--- src/design/moss_pkg.sv ---
// Package for the Metropolis orbital sampler step unit.
// Holds register indexes, the exponential table and shared types.
package moss_pkg;
   localparam int unsigned CsrAddrWidth = 5;
   localparam logic [2:0] RegMode   = 3'd0;
   localparam logic [2:0] RegWidth  = 3'd1;
   localparam logic [2:0] RegStartX = 3'd2;
   localparam logic [2:0] RegStartY = 3'd3;
   localparam logic [2:0] RegStartZ = 3'd4;
   localparam logic [30:0] Log2eQ30 = 31'd1549082005;
   localparam logic signed [33:0] ExpClamp = 34'sd134217728;

   typedef struct packed {
      logic signed [15:0] noise_x;
      logic signed [15:0] noise_y;
      logic signed [15:0] noise_z;
      logic [15:0]        uniform_draw;
   } req_type;

   typedef struct packed {
      logic               accepted;
      logic signed [31:0] pos_x;
      logic signed [31:0] pos_y;
      logic signed [31:0] pos_z;
      logic [31:0]        total_steps;
      logic [31:0]        accepted_steps;
   } rsp_type;

   // Start and done strobes for a square root unit.
   typedef struct packed {
      logic start;
      logic done;
   } sqrt_ctl_type;

   // 2^(k/16) in Q2.16.
   function automatic logic [17:0] pow2_tab(input logic [4:0] k);
      logic [17:0] v;
      begin
         case (k)
            5'd0: v = 18'd65536;   5'd1: v = 18'd68438;  5'd2: v = 18'd71468;
            5'd3: v = 18'd74632;   5'd4: v = 18'd77936;  5'd5: v = 18'd81386;
            5'd6: v = 18'd84990;   5'd7: v = 18'd88752;  5'd8: v = 18'd92682;
            5'd9: v = 18'd96785;   5'd10: v = 18'd101070; 5'd11: v = 18'd105545;
            5'd12: v = 18'd110218; 5'd13: v = 18'd115098; 5'd14: v = 18'd120194;
            5'd15: v = 18'd125515; default: v = 18'd131072;
         endcase
         return v;
      end
   endfunction
endpackage

--- src/design/moss_sqrt_lane.sv ---
// One lane: squares a position, sums and takes an iterative root of the 64-bit sum.
// Depends on moss_pkg; one bit of root is resolved per cycle.
module moss_sqrt_lane (
   input  logic               clock,
   input  logic               reset,
   input  logic               start,
   input  logic signed [31:0] px,
   input  logic signed [31:0] py,
   input  logic signed [31:0] pz,
   output logic               done,
   output logic [31:0]        root
);
   import moss_pkg::*;

   typedef enum logic [1:0] {IDLE, SQX, SQY, ROOT} state_type;

   state_type   state_ff, state_in;
   logic [63:0] acc_ff, acc_in;
   logic [31:0] rem_ff, rem_in;
   logic [31:0] res_ff, res_in;
   logic [4:0]  cnt_ff, cnt_in;
   logic        done_ff, done_in;
   logic [31:0] mag;
   logic [63:0] sq;
   logic [33:0] trial;
   logic [33:0] part;

   // Select the coordinate squared in this cycle.
   always_comb begin
      unique case (state_ff)
         SQX:     mag = px[31] ? 32'(-px) : 32'(px);
         SQY:     mag = py[31] ? 32'(-py) : 32'(py);
         default: mag = pz[31] ? 32'(-pz) : 32'(pz);
      endcase
      sq = 64'(mag) * 64'(mag);
   end

   // Sum the squares, then restoring root: bring down two bits of the radicand each cycle.
   always_comb begin
      state_in = state_ff;
      acc_in   = acc_ff;
      rem_in   = rem_ff;
      res_in   = res_ff;
      cnt_in   = cnt_ff;
      done_in  = 1'b0;
      part     = {rem_ff, acc_ff[63:62]};
      trial    = {res_ff, 2'b01};
      unique case (state_ff)
         IDLE: if (start) begin
            acc_in   = sq;
            state_in = SQX;
         end
         SQX: begin
            acc_in   = acc_ff + sq;
            state_in = SQY;
         end
         SQY: begin
            acc_in   = acc_ff + sq;
            state_in = ROOT;
            rem_in   = '0;
            res_in   = '0;
            cnt_in   = '0;
         end
         ROOT: begin
            // acc_ff holds the 64-bit sum; the root takes 32 iterations.
            acc_in = {acc_ff[61:0], 2'b00};
            if (part >= trial) begin
               rem_in = 32'(part - trial);
               res_in = {res_ff[30:0], 1'b1};
            end else begin
               rem_in = 32'(part);
               res_in = {res_ff[30:0], 1'b0};
            end
            cnt_in = cnt_ff + 5'd1;
            if (cnt_ff == 5'd31) begin
               state_in = IDLE;
               done_in  = 1'b1;
            end
         end
         default: state_in = IDLE;
      endcase
   end

   always_ff @(posedge clock) begin
      if (reset) begin
         state_ff <= IDLE;
         done_ff  <= 1'b0;
      end else begin
         state_ff <= state_in;
         done_ff  <= done_in;
      end
      acc_ff <= acc_in;
      rem_ff <= rem_in;
      res_ff <= res_in;
      cnt_ff <= cnt_in;
   end

   assign done = done_ff;
   assign root = res_ff;
endmodule

--- config.mk ---
export PLATFORM = sky130hd
export DESIGN_NAME = moss_sqrt_lane
export DESIGN_NICKNAME = d
export VERILOG_FILES = /design/src/design/moss_pkg.sv /design/src/design/moss_sqrt_lane.sv
export SDC_FILE = /design/constraint.sdc
export NUM_CORES = 2
export LEC_CHECK = 0
export ABC_AREA = 1
export BUFFER_PORTS_ARGS = -buffer_cell sky130_fd_sc_hd__buf_2
export CELL_PAD_IN_SITES_DETAIL_PLACEMENT = 1
export CELL_PAD_IN_SITES_GLOBAL_PLACEMENT = 2
export CORE_UTILIZATION = 43
export DETAILED_ROUTE_END_ITERATION = 6
export PLACE_DENSITY = 0.92
export SLEW_MARGIN = 20
export SYNTH_ARGS = -nofsm -noshare
export SYNTH_HDL_FRONTEND = slang
export SYNTH_SLANG_ARGS = --single-unit
--- constraint.sdc ---
create_clock -name clock -period 26.6 [get_ports clock]
set_input_delay 0 -clock clock [delete_from_list [all_inputs] [get_ports clock]]
set_output_delay 0 -clock clock [all_outputs]
set_load 0.005 [all_outputs]
==> results.ini <==
[clock_tree]
tritoncts = built
cts_resized = 0
cts_made_buffers = 17
root_buffer = clkbuf_16
clkLatencyLatePin_ps = 470
h-tree-depth = 4
clk_pin_slew_worst_paths_ps = 80
cts.path.max_buffers = 2
cts_sinks = 136

[yosys]
synthTopCellsByCount = inv_1, nand2_1, fa_1
synth_edf_count = 133
synth_top_area_share_pct = 35.6
synthTopCellsByArea = fa_1, inv_1, ha_1
synth_seq_area_share_pct = 9.02
ys.flop_type = edfxtp_1
synth_area_um2 = 44900
ys_warn_count = 0
syn_nets = 7078
syn_avg_cell_area_um2 = 7.77
ys_types = 65
synth-async-reset-ratio_pct = 0
synthDominantAreaCellType = fa_1
post-synth-top-count-cell = inv_1
syn_inst = 5788
ys_seq_elements = 136

[final_layout]
final_nets = 7121
areaGrowthSynthToFinish_pct = 5.67
n_antenna_cell = 0
drive_gt1_share_pct = 6.37

[setup_path]
path_class = reg -> reg
cpMostUsedCell = nand2_1
crit_path_max_incr_delay_ps = 700
worstPathMaxFanout = 21
cp-start-kind = flip-flop
critPathBufInv = 8
cpMaxStageDelayCell = inv_1
end_kind = flip-flop
cp_top_family = adder cells
crit_required_ps = 26820
arrival_ps = 13330

[routing]
drc = 0
vias = 38800
drt_wl_total_mm = 161
drtIter0Drc = 2429
wl_per_cell_um = 22.3
ant_nets = 0
firstDrtPassIters = 5
viasPerCell = 5.38

[global_route]
grt_remaining_overflow = 0
grt_pass1_wl_mm = 252
grt.total_usage_pct = 31.1
grt_max_degree = 73
grt_pass1_vias = 43100
antenna_found_initial = 0

[sta]
finClkSkew_ps = 15.0
worst_pin_slew_ps = 1080
min_period_over_period_pct = 49.3
slew_headroom_pct = 28.0
fin_ws_ps = 13490
finalSetupViolCount = 0
final.setup.tns_ps = 0
finalMaxSlewViolations = 0
finalCriticalPeriod_ps = 13110
rsz0062_at_grt = no
timing.fmax_ghz = 0.0763
hold_viol_final = 0

[die]
die_height_um = 325
core_um2 = 104000
top_level_ports = 132
rows = 118
die_area_um2 = 106000
start_util_pct = 43.4
die_x_um = 325

[place]
dp_hpwl_mm = 133
port_buffers = 131
gp_congestion = 0.968
dp_slack_ps = 13670

[worst_hold_path]
hold_class = in -> reg

[job]
maxCapViolCount = 0

[run_status]
status = complete, no violations

## final timing paths
path,from,end,slack [ps],cells past startpoint
hold reg to reg,root[13],root[14],570,2
hold / removal,start,state_ff[1],200,5
setup / recovery,state_ff[0],acc_ff[61],13490,46
setup reg to reg,state_ff[0],acc_ff[61],13490,46
## layer usage
layer	up-vias	global-route usage, %	share of wire, %
met5	-	0	0
met4	0	12.2	4.4
met3	284	3.74	5.0
met2	1067	53.5	49
met1	19700	39.7	41
li1	17800	-	-
## area by class of cell
| type | count | area, µm² |
|---|---|---|
| multi-input combinational | 4077 | 34800 |
| tap | 1380 | 1730 |
| clock buffer | 17 | 425 |
| inverter | 1428 | 5360 |
| timing repair buffer | 171 | 958 |
| clock inverter | 14 | 139 |
| sequential | 136 | 4050 |
| fill | 13000 | 56200 |
## flip-flops by register name, summed over array words and instances, names as in the netlist
name / cells
state_ff: 2
done: 1
rem_ff: 32
root: 32
acc_ff: 64
cnt_ff: 5
## worst min-delay path, cell delays in order
cell      delay [ps]
buf_2            100
inv_1             80
nand2_2           50
o21ai_0          250
a211oi_1         120
## logic make-up (layout without fill, tap and decap cells)
group / count (synthesis) / in the layout / synth area share (%)
adders and majority gates: 1191 / 1191 / 46.5
DFF: 136 / 136 / 9.02
xor gates and xnor gates: 113 / 113 / 2.20
buffers and inverters: 1575 / 1630 / 13.6
AOI/OAI and AO/OA: 827 / 827 / 10.4
and+or+nand+nor: 1946 / 1946 / 18.3
## layout by cell type (no fill, tap or decap), drive strengths merged, types with 16 or more instances in the layout
cell / count
inv: 1427
nand2: 866
nor2: 803
fa: 800
ha: 391
a21oi: 381
o21ai: 264
buf: 170
nand3: 161
edfxtp: 133
xor2: 69
xnor2: 44
a31oi: 42
a21o: 36
nor3: 36
nand4: 29
o21bai: 28
o211ai: 19
clkbuf: 17
or2: 17
o21a: 16
## stage by stage
stage,utilization (%),hold WS [ps],cell area (µm²),instances
6_report,45.8,195,47500,7223
3_3_place_gp,45.3,305,46900,7191
5_1_grt,45.8,214,47500,7223
4_1_cts,45.8,200,47500,7223
3_5_place_dp,45.3,304,46900,7191
2_1_floorplan,-,72.0,44900,5788
## what timing repair did
action | 4_1_cts | 5_1_grt
hold buffers | 1 | 0
endpoints found under the hold margin | 3 | 0
setup buffers | 0 | 0
Power is not shown: default switching activity piles up to over one toggle a cycle in this logic, so the estimate is an artifact.
